--- config.mk ---
export PLATFORM = sky130hd
export DESIGN_NAME = ppt_queue
export DESIGN_NICKNAME = d
export VERILOG_FILES = /design/src/hdl/ppt_pkg.sv /design/src/hdl/ppt_queue.sv
export VERILOG_INCLUDE_DIRS = /design/src /design/src/hdl
export SDC_FILE = /design/constraint.sdc
export NUM_CORES = 1
export LEC_CHECK = 0
export ABC_CLOCK_PERIOD_IN_PS = 8080
export BUFFER_PORTS_ARGS = -buffer_cell sky130_fd_sc_hd__buf_4
export CAP_MARGIN = 20
export CORE_MARGIN = 3
export CORE_UTILIZATION = 60
export DETAILED_ROUTE_END_ITERATION = 10
export HOLD_SLACK_MARGIN = 0.05
export PLACE_DENSITY_LB_ADDON = 0.25
export SLEW_MARGIN = 20
export SYNTH_ARGS = -nofsm -noshare
export SYNTH_HDL_FRONTEND = slang
export SYNTH_SLANG_ARGS = --single-unit
--- constraint.sdc ---
create_clock -name clk -period 8.08 [get_ports clk]
set_input_delay 0.808 -clock clk [delete_from_list [all_inputs] [get_ports clk]]
set_output_delay 0.808 -clock clk [all_outputs]
set_load 0.05 [all_outputs]
--- src/hdl/penalty_proximal_threshold_macros.svh ---
// Assertion macros shared by the proximal threshold RTL.
// Expects signals clk and rst in the scope that uses them.
`ifndef PENALTY_PROXIMAL_THRESHOLD_MACROS_SVH
`define PENALTY_PROXIMAL_THRESHOLD_MACROS_SVH

// same-cycle implication
`define PPT_ASSERT_IMP(label, ante, cons, msg) \
  label: assert property (@(posedge clk) disable iff (rst) (ante) |-> (cons)) \
    else $error(msg);

// next-cycle implication
`define PPT_ASSERT_NXT(label, ante, cons, msg) \
  label: assert property (@(posedge clk) disable iff (rst) (ante) |=> (cons)) \
    else $error(msg);

`endif

--- src/hdl/ppt_pkg.sv ---
// Shared constants and types for the proximal threshold block.
// No dependencies.
`timescale 1ns / 1ps
package ppt_pkg;

  localparam int FRAC_BITS_DEF = 16;
  localparam int DIV_W         = 64;
  localparam int Q_DEPTH       = 4;   // power of two, pointers wrap naturally
  localparam int Q_AW          = $clog2(Q_DEPTH);
  localparam int Q_CW          = $clog2(Q_DEPTH + 1);
  localparam int PADDR_W       = 4;
  localparam logic [23:0] GAMMA_RESET = 24'd242483;

  typedef enum logic [1:0] {
    MODE_LASSO = 2'd0,
    MODE_MCP   = 2'd1,
    MODE_SCAD  = 2'd2,
    MODE_RIDGE = 2'd3
  } mode_t;

  typedef enum logic [1:0] {
    REG_MODE   = 2'd0,
    REG_LAMBDA = 2'd1,
    REG_GAMMA  = 2'd2
  } reg_idx_t;

  localparam logic [1:0] ZONE_ZERO   = 2'd0;
  localparam logic [1:0] ZONE_SOFT   = 2'd1;
  localparam logic [1:0] ZONE_SCALED = 2'd2;
  localparam logic [1:0] ZONE_KEPT   = 2'd3;

  typedef struct packed {
    mode_t       mode;
    logic [31:0] lambda;
    logic [23:0] gamma;
  } ppt_cfg_t;

  // classified item: back end computes dividend / divisor then signs it
  typedef struct packed {
    logic [DIV_W-1:0] dividend;
    logic [DIV_W-1:0] divisor;
    logic             neg;
    logic [1:0]       zone;
    logic             err;
  } ppt_item_t;

endpackage

--- src/hdl/ppt_queue.sv ---
// Short FIFO of classified items between front and back ends.
// Depends on ppt_pkg and the assertion macro header.
`timescale 1ns / 1ps
module ppt_queue (
  input  logic               clk,
  input  logic               rst,
  input  logic               push,
  input  ppt_pkg::ppt_item_t din,
  input  logic               pop,
  output ppt_pkg::ppt_item_t dout,
  output logic               empty,
  output logic               full
);
  import ppt_pkg::*;
  `include "penalty_proximal_threshold_macros.svh"

  ppt_item_t       slots [Q_DEPTH];
  logic [Q_AW-1:0] wr_ptr, rd_ptr;
  logic [Q_CW-1:0] cnt;

  assign empty = (cnt == '0);
  assign full  = (cnt == Q_CW'(Q_DEPTH));
  assign dout  = slots[rd_ptr];

  always_ff @(posedge clk) begin
    if (rst) begin
      wr_ptr <= '0;
      rd_ptr <= '0;
      cnt    <= '0;
    end else begin
      if (push) wr_ptr <= wr_ptr + 1'b1;
      if (pop)  rd_ptr <= rd_ptr + 1'b1;
      cnt <= cnt + Q_CW'(push) - Q_CW'(pop);
    end
  end

  always_ff @(posedge clk) begin
    if (push) slots[wr_ptr] <= din;
  end

  `PPT_ASSERT_IMP(a_push_room, push, !full, "queue push while full")
  `PPT_ASSERT_IMP(a_pop_data, pop, !empty, "queue pop while empty")
  `PPT_ASSERT_NXT(a_count_up, push && !pop, cnt == $past(cnt) + 1'b1, "queue count lost a push")
  `PPT_ASSERT_NXT(a_count_down, pop && !push, cnt == $past(cnt) - 1'b1, "queue count lost a pop")

endmodule

# Yosys cells after proc, flatten, opt, wreduce, memory -nomap -nowiden
# Memories as Yosys holds them, arrays and structs flattened. A register that Yosys moved wholly into a read port is not among the register bits.
# Index checks and enable logic that the tools add are counted.
[totals] reg_bits=7 mem_bits_rw=528 input_bits=136 out_inout_bits=134 elab_cells=14 n_memories=1
[classes] add_sub_neg=4 eq_ne=1 muxes=4 n_reduce_logical=1
[mem_list] memory="slots" words=4 width=132 read_ports=1 rd_ports_with_merged_regs=1 write_ports=1 line_no="ppt_queue.sv:17" source="ppt_item_t slots [Q_DEPTH];"
[op_table] cell="2-bit by 1-bit adder with 2-bit output, second input constant" n=2
[op_table] cell="2-bit 2-to-1 mux" n=2
[op_table] cell="3-bit by 1-bit adder with 3-bit output" n=1
[op_table] cell="3-bit equality test, second input constant" n=1
[op_table] cell="3-bit zero test" n=1
[op_table] cell="3-bit by 1-bit subtractor with 3-bit output" n=1
[op_table] cell="1-bit 2-to-1 mux" n=2

# Longest topological paths before layout
[depth] word_depth=3 ltp_mapped=7 ltp_nobuf=7

# Worst setup path after synthesis
# OpenSTA, ideal clock, no wires.
[synth_timing] path_type="input-to-reg" startpoint="input port push" endpoint="memory slots[0][0] in the netlist's numbering (enable)" setup_time_ns=0.506 arrival_time_ns=3.830 required_ns=7.574 path_slack_ns=3.744 cell_stages=1 n_path_buf=0 path_cell_list="and2_1"
[synth_between] elab_chain_cells=2
[synth_lines] item="start, declared" line_no="ppt_queue.sv:7" source="input logic push,"
[synth_lines] item="1-bit 2-to-1 mux" line_no="ppt_queue.sv:38" source="if (push) slots[wr_ptr] <= din;"
[synth_lines] item="1-bit 2-to-1 mux (implied by the code)" line_no="ppt_queue.sv:38"
[synth_lines] item="end, declared" line_no="ppt_queue.sv:17"
# Every way passes these cells.

==> flow_metrics.tcl <==
set metrics [dict create \
    gp_congestion 0.686 \
    period_share 0.517 \
    start_kind "register" \
    numPortBuffers 269 \
    core_area_um2 31800 \
    drc 0 \
    path_max_fanout 36 \
    clk_pin_slew_ns 0.06 \
    drv_slew 0 \
    max_freq_mhz 239 \
    drt_wl_total_um 36000 \
    synthAdderAreaFrac 0.00488 \
    top_level_ports 270 \
    grt_setup_unrepaired "no" \
    start_util 0.612 \
    tightest_slew_ns 1.04 \
    synth-async-reset-ratio 0 \
    ys_seq_area_frac 0.823 \
    hold_path_class "primary input to register" \
    die_area_um2 34700 \
    cts_setup_buffers 0 \
    hpwl_um 21700 \
    htreeDepth 2 \
    viasPerCell 5.71 \
    end_kind "output pin" \
    ys.flop_type "edfxtp_1" \
    wl_met1_um 14000 \
    synth_compound_area_frac 0.000771 \
    wl_met2_um 18100 \
    synth-seq-cells 537 \
    cp.required_ns 7.27 \
    fillers 1722 \
    ir_drop_uv 205 \
    antenna_found_initial 2 \
    power_density_nw_per_um2 280 \
    dp.cells 1417 \
    drive_above_1_share 0.453 \
    die_h_um 186 \
    cts_buffers 53 \
    drt_iter0_drc 652 \
    clk_latency_ns 0.55 \
    slew_headroom 0.305 \
    grt_overflow 0 \
    grt_pass1_wl_um 54000 \
    root_buffer "clkbuf_16" \
    fin_crit_ns 4.18 \
    grt_max_degree 68 \
    hold_violations 0 \
    chipWidth_um 186 \
    drt_first_pass_iters 5 \
    highest_layer "met5" \
    syn_inst 732 \
    setup_tns_ns 0 \
    synth_xor_area_frac 0.00212 \
    dr_wl_met3_um 3150 \
    num_rows 65 \
    skew_ns 0.0244 \
    synthSimpleGateAreaFrac 0.00386 \
    synth_top_family_by_area "multiplexers" \
    layoutNonFillerInstCount 1517 \
    synth_edf_count 528 \
    wire_per_inst_um 23.8 \
    final_util 0.745 \
    grt_use_total 0.207 \
    synthMuxAreaShare 0.153 \
    vias 8660 \
    cts.sink_count 537 \
    cp.arrival_ns 3.37 \
    antenna_left 0 \
    placed_cell_area_um2 21900 \
    hold_ws_ns 0.459 \
    fin_nets 1180 \
    ys_types 20 \
    power_leakage_nw 7.99 \
    max-cap-violations 0 \
    area_delta_synth_final_pct 21.7 \
    clockBufferDepth 3 \
    cts_hold_buf 0 \
    outcome "complete, no violations" \
    ctsResizeCount 0 \
    syn-num-nets 875 \
    cts_tree "done" \
    syn_area_um2 19500 \
    syn_area_per_cell_um2 26.6 \
    path_class "register to output pin" \
    design_area_um2 23700 \
    setup_viol 0 \
    grt_pass1_vias 9164 \
    yosys_warnings 0 \
]
==> area by class of cell <==
class	count	area, um^2	area share
sequential	537	16000	0.677
timing repair buffer	280	2100	0.0887
tap	435	544	0.0230
multi-input combinational	159	3220	0.136
clock buffer	67	1420	0.0600
clock inverter	32	347	0.0146
antenna	1	2.50	0.000106
inverter	6	22.5	0.000950
==> metal layers <==
layer	vias up	track usage
met3	61	0.0665
met4	2	0.0545
met2	321	0.336
met5	-	0
li1	3772	-
met1	4504	0.281
==> final timing paths <==
check / startpoint / endpoint / slack [ns] / cells past startpoint
setup / recovery: register / dout[45] / 3.90 / 4
hold / removal: din[37] / slots[2][37] / 0.46 / 1
hold reg to reg: rd_ptr[1] / register / 0.54 / 2
setup reg to reg: wr_ptr[0] / slots[3][112] / 5.21 / 4
==> worst max-delay path, stage by stage (launching register included) <==
cell	delay, ns
dfxtp_4	0.68
buf_4	0.55
buf_4	0.68
mux4_2	0.61
buf_4	0.21
==> Yosys cell counts (2+ instances only) <==
cell type | number | share of area
xnor2_1 | 2 | 0.00090
mux4_2 | 132 | 0.15
ha_1 | 6 | 0.0039
dfxtp_1 | 9 | 0.0093
clkbuf_1 | 5 | 0.00096
edfxtp_1 | 528 | 0.81
and2_1 | 4 | 0.0013
nor2b_1 | 2 | 0.00064
buf_6 | 10 | 0.0058
inv_1 | 6 | 0.0012
buf_2 | 15 | 0.0039
nor2_1 | 5 | 0.00096
==> cells by family (layout without fill, tap and decap cells) <==
logic type               count (synthesis)  count (layout)
flip-flops                             537             537
AO/OA/AOI/OAI                            2               2
other                                    0               1
XOR/XNOR                                 3               3
multiplexers                           133             133
AND/OR/NAND/NOR                         14              14
buffers and inverters                   36             385
adder cells (fa/ha/maj)                  7               7
==> power by group <==
group | leakage, nW | switching [mW] | internal [mW]
Clock | 0.858 | 0.951 | 1.49
Combinational | 2.21 | 0.615 | 0.333
Sequential | 4.93 | 0.0415 | 3.21
==> sequential cells by signal, summed over array words and instances (netlist names), named ones only <==
signal,flops
cnt,3
rd_ptr,2
wr_ptr,2
slots,528
==> per-stage QoR <==
step / power [mW] / worst slack, ns
final: 6.64 / 3.90
after CTS: 6.70 / 3.75
after global routing: 6.87 / 3.55
after global placement: 4.25 / 4.36
after detailed placement: 4.26 / 4.35
after floorplan: 3.96 / 3.74
==> layout by cell type (no fill, tap or decap), types with 2 or more instances in the layout <==
master     synthesis  final
edfxtp_1         528    528
ha_1               6      6
clkinv_2           0      6
inv_1              6      6
and2_4             0      4
clkbuf_16          0     55
buf_4              0    280
clkbuf_1           5     12
bufinv_16          0      8
dfxtp_4            0      2
nor2_1             5      5
mux4_2           132    132
clkinv_1           0     16
nor2b_1            2      2
dfxtp_1            9      7
xnor2_1            2      2
No activity file was read; power rests on OpenSTA's default activity.
