==> config.mk <==
export PLATFORM = sky130hd
export DESIGN_NAME = ppt_regs
export DESIGN_NICKNAME = d
export VERILOG_FILES = /design/src/hdl/penalty_proximal_threshold_macros.svh /design/src/hdl/ppt_pkg.sv /design/src/hdl/ppt_regs.sv
export SDC_FILE = /design/constraint.sdc
export NUM_CORES = 1
export LEC_CHECK = 0
export BUFFER_PORTS_ARGS = -buffer_cell sky130_fd_sc_hd__buf_2
export CAP_MARGIN = 10
export CORE_MARGIN = 3
export CORE_UTILIZATION = 45
export DETAILED_ROUTE_END_ITERATION = 10
export MAX_ROUTING_LAYER = met4
export PLACE_DENSITY_LB_ADDON = 0.25
export SETUP_SLACK_MARGIN = 0.2
export SKIP_LAST_GASP = 1
export SLEW_MARGIN = 20
export SYNTH_ARGS = -nofsm -noshare
export SYNTH_HDL_FRONTEND = slang
export SYNTH_SLANG_ARGS = --single-unit
==> constraint.sdc <==
create_clock -name clk -period 1.2 [get_ports clk]
set_input_delay 0.12 -clock clk [delete_from_list [all_inputs] [get_ports clk]]
set_output_delay 0.12 -clock clk [all_outputs]
set_load 0.005 [all_outputs]
==> src/hdl/penalty_proximal_threshold_macros.svh <==
// Assertion macros shared by the proximal threshold RTL.
// Expects signals clk and rst in the scope that uses them.
`ifndef PENALTY_PROXIMAL_THRESHOLD_MACROS_SVH
`define PENALTY_PROXIMAL_THRESHOLD_MACROS_SVH

// same-cycle implication
`define PPT_ASSERT_IMP(label, ante, cons, msg) \
  label: assert property (@(posedge clk) disable iff (rst) (ante) |-> (cons)) \
    else $error(msg);

// next-cycle implication
`define PPT_ASSERT_NXT(label, ante, cons, msg) \
  label: assert property (@(posedge clk) disable iff (rst) (ante) |=> (cons)) \
    else $error(msg);

`endif

==> src/hdl/ppt_pkg.sv <==
// Shared constants and types for the proximal threshold block.
// No dependencies.
`timescale 1ns / 1ps
package ppt_pkg;

  localparam int FRAC_BITS_DEF = 16;
  localparam int DIV_W         = 64;
  localparam int Q_DEPTH       = 4;   // power of two, pointers wrap naturally
  localparam int Q_AW          = $clog2(Q_DEPTH);
  localparam int Q_CW          = $clog2(Q_DEPTH + 1);
  localparam int PADDR_W       = 4;
  localparam logic [23:0] GAMMA_RESET = 24'd242483;

  typedef enum logic [1:0] {
    MODE_LASSO = 2'd0,
    MODE_MCP   = 2'd1,
    MODE_SCAD  = 2'd2,
    MODE_RIDGE = 2'd3
  } mode_t;

  typedef enum logic [1:0] {
    REG_MODE   = 2'd0,
    REG_LAMBDA = 2'd1,
    REG_GAMMA  = 2'd2
  } reg_idx_t;

  localparam logic [1:0] ZONE_ZERO   = 2'd0;
  localparam logic [1:0] ZONE_SOFT   = 2'd1;
  localparam logic [1:0] ZONE_SCALED = 2'd2;
  localparam logic [1:0] ZONE_KEPT   = 2'd3;

  typedef struct packed {
    mode_t       mode;
    logic [31:0] lambda;
    logic [23:0] gamma;
  } ppt_cfg_t;

  // classified item: back end computes dividend / divisor then signs it
  typedef struct packed {
    logic [DIV_W-1:0] dividend;
    logic [DIV_W-1:0] divisor;
    logic             neg;
    logic [1:0]       zone;
    logic             err;
  } ppt_item_t;

endpackage

==> src/hdl/ppt_regs.sv <==
// APB configuration registers: penalty mode, lambda, gamma.
// Depends on ppt_pkg.
`timescale 1ns / 1ps
module ppt_regs (
  input  logic                        clk,
  input  logic                        rst,
  input  logic                        psel,
  input  logic                        penable,
  input  logic                        pwrite,
  input  logic [ppt_pkg::PADDR_W-1:0] paddr,
  input  logic [31:0]                 pwdata,
  output logic [31:0]                 prdata,
  output logic                        pready,
  output ppt_pkg::ppt_cfg_t           cfg
);
  import ppt_pkg::*;

  logic       wr;
  logic [1:0] idx;

  assign pready = 1'b1;
  assign wr     = psel && penable && pwrite;
  assign idx    = paddr[PADDR_W-1:2];

  always_ff @(posedge clk) begin
    if (rst) begin
      cfg.mode   <= MODE_LASSO;
      cfg.lambda <= '0;
      cfg.gamma  <= GAMMA_RESET;
    end else if (wr) begin
      case (idx)
        REG_MODE:   cfg.mode   <= mode_t'(pwdata[1:0]);
        REG_LAMBDA: cfg.lambda <= pwdata;
        REG_GAMMA:  cfg.gamma  <= pwdata[23:0];
        default: ;
      endcase
    end
  end

  always_comb begin
    case (idx)
      REG_MODE:   prdata = {30'd0, cfg.mode};
      REG_LAMBDA: prdata = cfg.lambda;
      REG_GAMMA:  prdata = {8'd0, cfg.gamma};
      default:    prdata = '0;
    endcase
  end

endmodule

# Word-level counts from Yosys, hierarchy flattened
# Index checks and enable logic that the tools add are counted.
# word_totals
ff_bits	58
input_bits	41
output_inout_bits	91
wordCells	12
# classes
eq_ne	2
n_mux	1
reduce_logical	6
# ops
operator	count
$pmux 32 s3	1
$reduce_and 2->1	3
$eq 2x1->1 const B	1
$eq 2x2->1 const B	1
$logic_and 1x1->1	2
$logic_not 2->1	1

# Depth between registers and ports, before layout
# Gate-level depths: netlist of the first run.
# depth
word_depth	3
ltp_mapped	6
depth_no_buf	3

# Worst setup path before layout of the first run
# No wires, ideal clock.
# synth_path
path_type	input to register
startpoint	input paddr[3] in the netlist's numbering
endpoint	register cfg[12] in the netlist's numbering
setup_time_ns	0.072
arrival_ns	1.001
required_ns	1.128
slack_ns	0.127
stages	6
n_path_buf	3
path_cell_list	nor2b_1 buf_6 and4_4 buf_6 buf_8 mux2i_1
# synth_between
elab_chain_len	2
# synth_rtl
element	line	text
start, declared	ppt_regs.sv:10	input logic [ppt_pkg::PADDR_W-1:0] paddr,
$eq 2x2->1	ppt_regs.sv:31	case (idx)
$reduce_and 2->1 (no source line)	-	
end, declared	ppt_regs.sv:14	output ppt_pkg::ppt_cfg_t cfg
# No other way between the ends.
# A chain may end at the register's enable or synchronous reset.

# Final worst setup path of the first run
# layout_path
startpoint	register cfg[33] in the netlist's numbering
endpoint	output prdata[9]
# layout_between
elab_chain_len	1
# layout_rtl
element	line	text
$pmux 32 s3	ppt_regs.sv:41	case (idx)
end, declared	ppt_regs.sv:12	output logic [31:0] prdata,
# No other way between the ends.

==> results.yml, run 1 <==
synthesis:
  netlist.area_leader.share_pct: 41.2
  async_flop_share_pct: 0
  synth.avg_cell_area_um2: 9.84
  syn_area_um2: 2820
  syn-num-nets: 327
  synth_seq_cells: 58
  synth-edff-count: 0
  yosysSeqAreaShare_pct: 41.2
  synth_commonest_cells: "nand2b_1 (79), mux2i_1 (60), dfxtp_1 (58), nor2_1 (23), a22o_1 (22)"
  ys_types: 19
  synth_top_area_cell: "dfxtp_1"
  synthCells: 286
  synth.area.top_cells: "dfxtp_1 (41%), mux2i_1 (21%), nand2b_1 (18%)"
  synth_ff_type: "dfxtp_1"
  yosys_warnings: 0
  synth_most_common_cell: "nand2b_1"
placed_design:
  place_hpwl_um: 4880
  post-place-ws_ns: -0.0306
  place_congestion: 0.724
  io_buffer_count: 128
run:
  cap_violations: 0
cts:
  clk_pin_slew_ns: 0.06
  cts_buffers: 9
  clk_latency_ns: 0.32
  cts_hold_buf: 0
  cts-root-buf: "clkbuf_8"
  h-tree-depth: 3
  cts_tree: "built"
  ctsLongestPathBuffers: 2
  cts.sinks: 58
global_route:
  grt_overflow_total: 0
  grt_pass1_wl_um: 11800
  grt_max_degree: 102
  grt_pass1_vias: 2465
  antenna_found_initial: 0
  grt.total_usage_pct: 20.9
pwr:
  p_per_area_nw_per_um2: 967
  vdd_ir_drop_max_mv: 0.648
  leakagePower_nw: 2.07
sta:
  finalHoldViolations: 0
  report.final.slew_viol_count: 0
  holdWs_ns: 0.0439
  fin_skew_ns: 0
  layout_setup_ws_ns: 0.0941
  finalSetupViolations: 0
  post-route-period-util_pct: 92.2
  max_freq_mhz: 904
  grt_setup_unrepaired: "true"
  fin_crit_ns: 1.11
  tns_ns: 0
critical_path:
  crit_arrival_ns: 0.99
  path_class: "reg -> out"
  crit_slowest_cell: "dfxtp_2"
  crit_required_ns: 1.08
  r2r_slack_ns: 0.41
  cp_cell_sequence: "a22o_1, buf_2"
  cpPeakStageDelay_ns: 0.33
  cp_max_fo: 2
  worstSetupStartpointType: "flop"
  end_kind: "output pin"
layout:
  top_regs: "cfg x58"
  area_delta_synth_final_pct: 55.9
  regMostFlops: "cfg"
  final_core_util_pct: 73.3
  largest_reg_flops: 58
  drive_gt1_share_pct: 55.1
  antenna_cells: 0
  finalNetCount: 493
floorplan:
  start_util_pct: 47.0
  io_pins: 132
  coreArea_um2: 5990
  dieHeight_um: 85.1
  num_rows: 28
  die_x_um: 85.1
  dieArea_um2: 7240
routing:
  via_per_inst: 4.95
  dr_total_vias: 2631
  drt-initial-drc-count: 86
  routedWlPerCell_um: 14.6
  antenna_left: 0
  drc_errors: 0
  first_pass_iters: 4
  routed_wl_um: 7770
worst_hold_path:
  hold_class: "in -> reg"
run_status:
  outcome: "completed"
## report_power, final
part,switching (mW),internal [mW]
clock network,0.738,1.07
registers,0.0186,1.95
logic,0.208,0.252
## timing repair
item | CTS | global route
setup endpoints to repair | 32 | 58
pin swaps | 0 | 2
gates resized for setup | 50 | 64
buffers inserted | 26 | 14
## critical path, delay by kind of cell, from the launching register on
family / cells / cell delay, ns
flops: 1 / 0.33
compound gates: 1 / 0.21
buf+inv: 1 / 0.13
## stage by stage
stage               instance area, µm²  std cells  power (mW)
CTS                               4000        518        4.25
global route                      4390        532        4.43
floorplan                         2840        286        2.24
global placement                  3530        476        2.40
finish                            4390        532        4.24
detailed placement                3530        476        2.41
## path summary, 6_finish.rpt
path                                 start        end  cells after the start
worst min-delay path            pwdata[27]    cfg[51]                      3
worst max-delay path               cfg[33]  prdata[9]                      2
worst min register to register     cfg[52]    cfg[52]                      2
worst max register to register     cfg[28]    cfg[28]                      4
## area by class of cell
type | count | area (µm²)
Timing Repair Buffer | 180 | 1360
Fill cell | 441 | 1600
Clock buffer | 14 | 163
Multi-Input combinational cell | 203 | 1510
Tap cell | 75 | 93.8
Sequential cell | 58 | 1230
Clock inverter | 2 | 35.0
## cells in the final DEF (no fill, tap or decap)
cell type	count
clkinv_2	1
and4_2	1
buf_12	4
a22o_1	22
and2b_4	1
buf_4	21
nand4_2	1
and2_4	2
dfxtp_1	6
mux2i_1	60
dfxtp_2	52
nand4_1	1
buf_2	100
bufinv_16	1
clkbuf_1	3
nor2b_4	1
nand2b_1	79
conb_1	1
nand2_1	2
and2_1	6
nor2_1	23
and4_4	1
o21ai_1	2
clkbuf_8	11
buf_6	55
## cells by family (layout without fill, tap and decap cells)
group / after synthesis / after routing / share of synthesized area (%)
buf+inv: 25 / 196 / 5.47
flops: 58 / 58 / 41.2
other cells: 1 / 1 / 0.133
compound gates: 24 / 24 / 7.20
mux: 60 / 60 / 21.3
simple gates: 118 / 118 / 24.6
## layer usage
layer	up-vias	part of all wire, %	track usage, %
li1	1297	-	-
met1	1232	45	25.5
met2	94	48	33.8
met3	8	6.5	4.27
met4	0	1.1	8.78
met5	-	0	-
Note: power is estimated with default switching activity, not from simulation.
==> run 2: changes to the inputs <==
--- a/config.mk
+++ b/config.mk
@@ -8,7 +8,7 @@
 export BUFFER_PORTS_ARGS = -buffer_cell sky130_fd_sc_hd__buf_2
 export CAP_MARGIN = 10
 export CORE_MARGIN = 3
-export CORE_UTILIZATION = 45
+export CORE_UTILIZATION = 35
 export DETAILED_ROUTE_END_ITERATION = 10
 export MAX_ROUTING_LAYER = met4
 export PLACE_DENSITY_LB_ADDON = 0.25
==> constraint.sdc (replaced) <==
create_clock -name clk -period 1.35 [get_ports clk]
set_input_delay 0.135 -clock clk [delete_from_list [all_inputs] [get_ports clk]]
set_output_delay 0.135 -clock clk [all_outputs]
set_load 0.005 [all_outputs]
==> run 2 against run 1 <==
Against the previous run: highest routed layer unchanged; register-to-register slack improved by 0.26 ns; clock skew did not move; sequential power fell by 11%; sequential share of layout area rose by 3.2 points; count of clock-buffer cells in the layout fell by 1; utilization fell by 24 points; non-clock buffer count fell by 37; largest cell class unchanged; largest power group unchanged; first-iteration DRC count fell by 24%; combinational power fell by 23%.
==> results.yml, run 2 (synthesis gave the netlist of run 1 again) <==
cts:
  ctsLongestPathBuffers: 2
  cts_tree: "built"
  h-tree-depth: 3
  cts-root-buf: "clkbuf_8"
  cts_buffers: 9
  cts_hold_buf: 0
  clk_pin_slew_ns: 0.06
  cts.sinks: 58
  clk_latency_ns: 0.32
layout:
  finalNetCount: 456
  layout_commonest_cell: "buf_2"
  drive_gt1_share_pct: 46.3
  largest_reg_flops: 58
  antenna_cells: 0
  regMostFlops: "cfg"
  area_delta_synth_final_pct: 36.9
  fin_area_um2: 3850
  layout_common_cells: "buf_2 (127), nand2b_1 (79), mux2i_1 (60)"
  top_regs: "cfg x58"
sta:
  report.final.slew_viol_count: 0
  max_freq_mhz: 881
  fin_skew_ns: 0
  post-route-period-util_pct: 84.1
  finalHoldViolations: 0
  fin_crit_ns: 1.14
  tns_ns: 0
  finalSetupViolations: 0
  grt_setup_unrepaired: "true"
pwr:
  p_per_area_nw_per_um2: 968
  leakagePower_nw: 1.84
  vdd_ir_drop_max_mv: 0.378
critical_path:
  crit_required_ns: 1.22
  end_kind: "output pin"
  cp_max_fo: 19
  worstSetupStartpointType: "input port"
  path_class: "in -> out"
  crit_arrival_ns: 1.00
placed_design:
  place_congestion: 0.740
  place_hpwl_um: 5010
  io_buffer_count: 128
  placed_cell_area_um2: 3540
floorplan:
  io_pins: 132
  dieHeight_um: 95.7
  coreArea_um2: 7770
  dieArea_um2: 9160
  start_util_pct: 36.2
  num_rows: 32
  die_x_um: 95.7
routing:
  antenna_left: 0
  via_per_inst: 4.64
  drc_errors: 0
  dr_total_vias: 2419
  first_pass_iters: 4
  routedWlPerCell_um: 13.5
  drt-initial-drc-count: 65
  routed_wl_um: 7060
global_route:
  antenna_found_initial: 0
  grt_overflow_total: 0
  grt_pass1_wl_um: 10800
  grt.total_usage_pct: 15.7
  grt_max_degree: 102
  grt_pass1_vias: 2222
run:
  cap_violations: 0
worst_hold_path:
  hold_class: "in -> reg"
run_status:
  outcome: "completed"
run 2: metrics by stage:
step                utilization [%]  power [mW]  setup WS (ns)  instances  hold WS [ns]
global route                   49.6        3.91          0.161        521        0.0589
CTS                            48.4        3.80          0.170        515        0.0536
global placement               45.6        2.13         0.0890        500         0.398
floorplan                         -        1.98          0.262        286         0.290
finish                         49.6        3.73          0.215        521        0.0657
detailed placement             45.6        2.14         0.0204        500         0.411
run 2: layout make-up:
type | instances | area, µm²
well taps | 102 | 128
flip-flops and latches | 58 | 1200
clock buffers | 13 | 169
multi-input cells | 203 | 1510
clock inverters | 2 | 35.0
repair buffers | 143 | 813
fillers | 773 | 3910
run 2: path summary, 6_finish.rpt:
path | startpoint | to | slack (ns) | cells after the start
worst min register to register | cfg[23] | cfg[23] | 0.48 | 2
worst max-delay path | paddr[2] | prdata[14] | 0.21 | 5
worst max register to register | cfg[34] | cfg[34] | 0.67 | 3
worst min-delay path | pwdata[4] | cfg[28] | 0.07 | 3
run 2: layer usage:
| layer | track usage (%) | vias up | share of wire, % |
|---|---|---|---|
| li1 | - | 1215 | - |
| met5 | - | - | 0 |
| met3 | 5.60 | 6 | 8.4 |
| met2 | 23.2 | 83 | 45 |
| met1 | 20.0 | 1115 | 45 |
| met4 | 4.98 | 0 | 0.68 |
run 2: what timing repair did:
action	CTS	global route
pin swaps	0	1
endpoints found under the setup margin	21	23
buffers inserted	0	6
resized for setup	7	34
run 2: critical path, cell delays in order:
cell and delay [ns]:
clkbuf_4 0.15, and2b_4 0.19, buf_12 0.15, a22o_1 0.24, buf_2 0.13
run 2: power by group:
group | switching, mW | internal [mW] | total, mW
registers | 0.0167 | 1.74 | 1.75
clock network | 0.633 | 0.991 | 1.62
logic | 0.168 | 0.188 | 0.356
total | 0.818 | 2.92 | 3.73
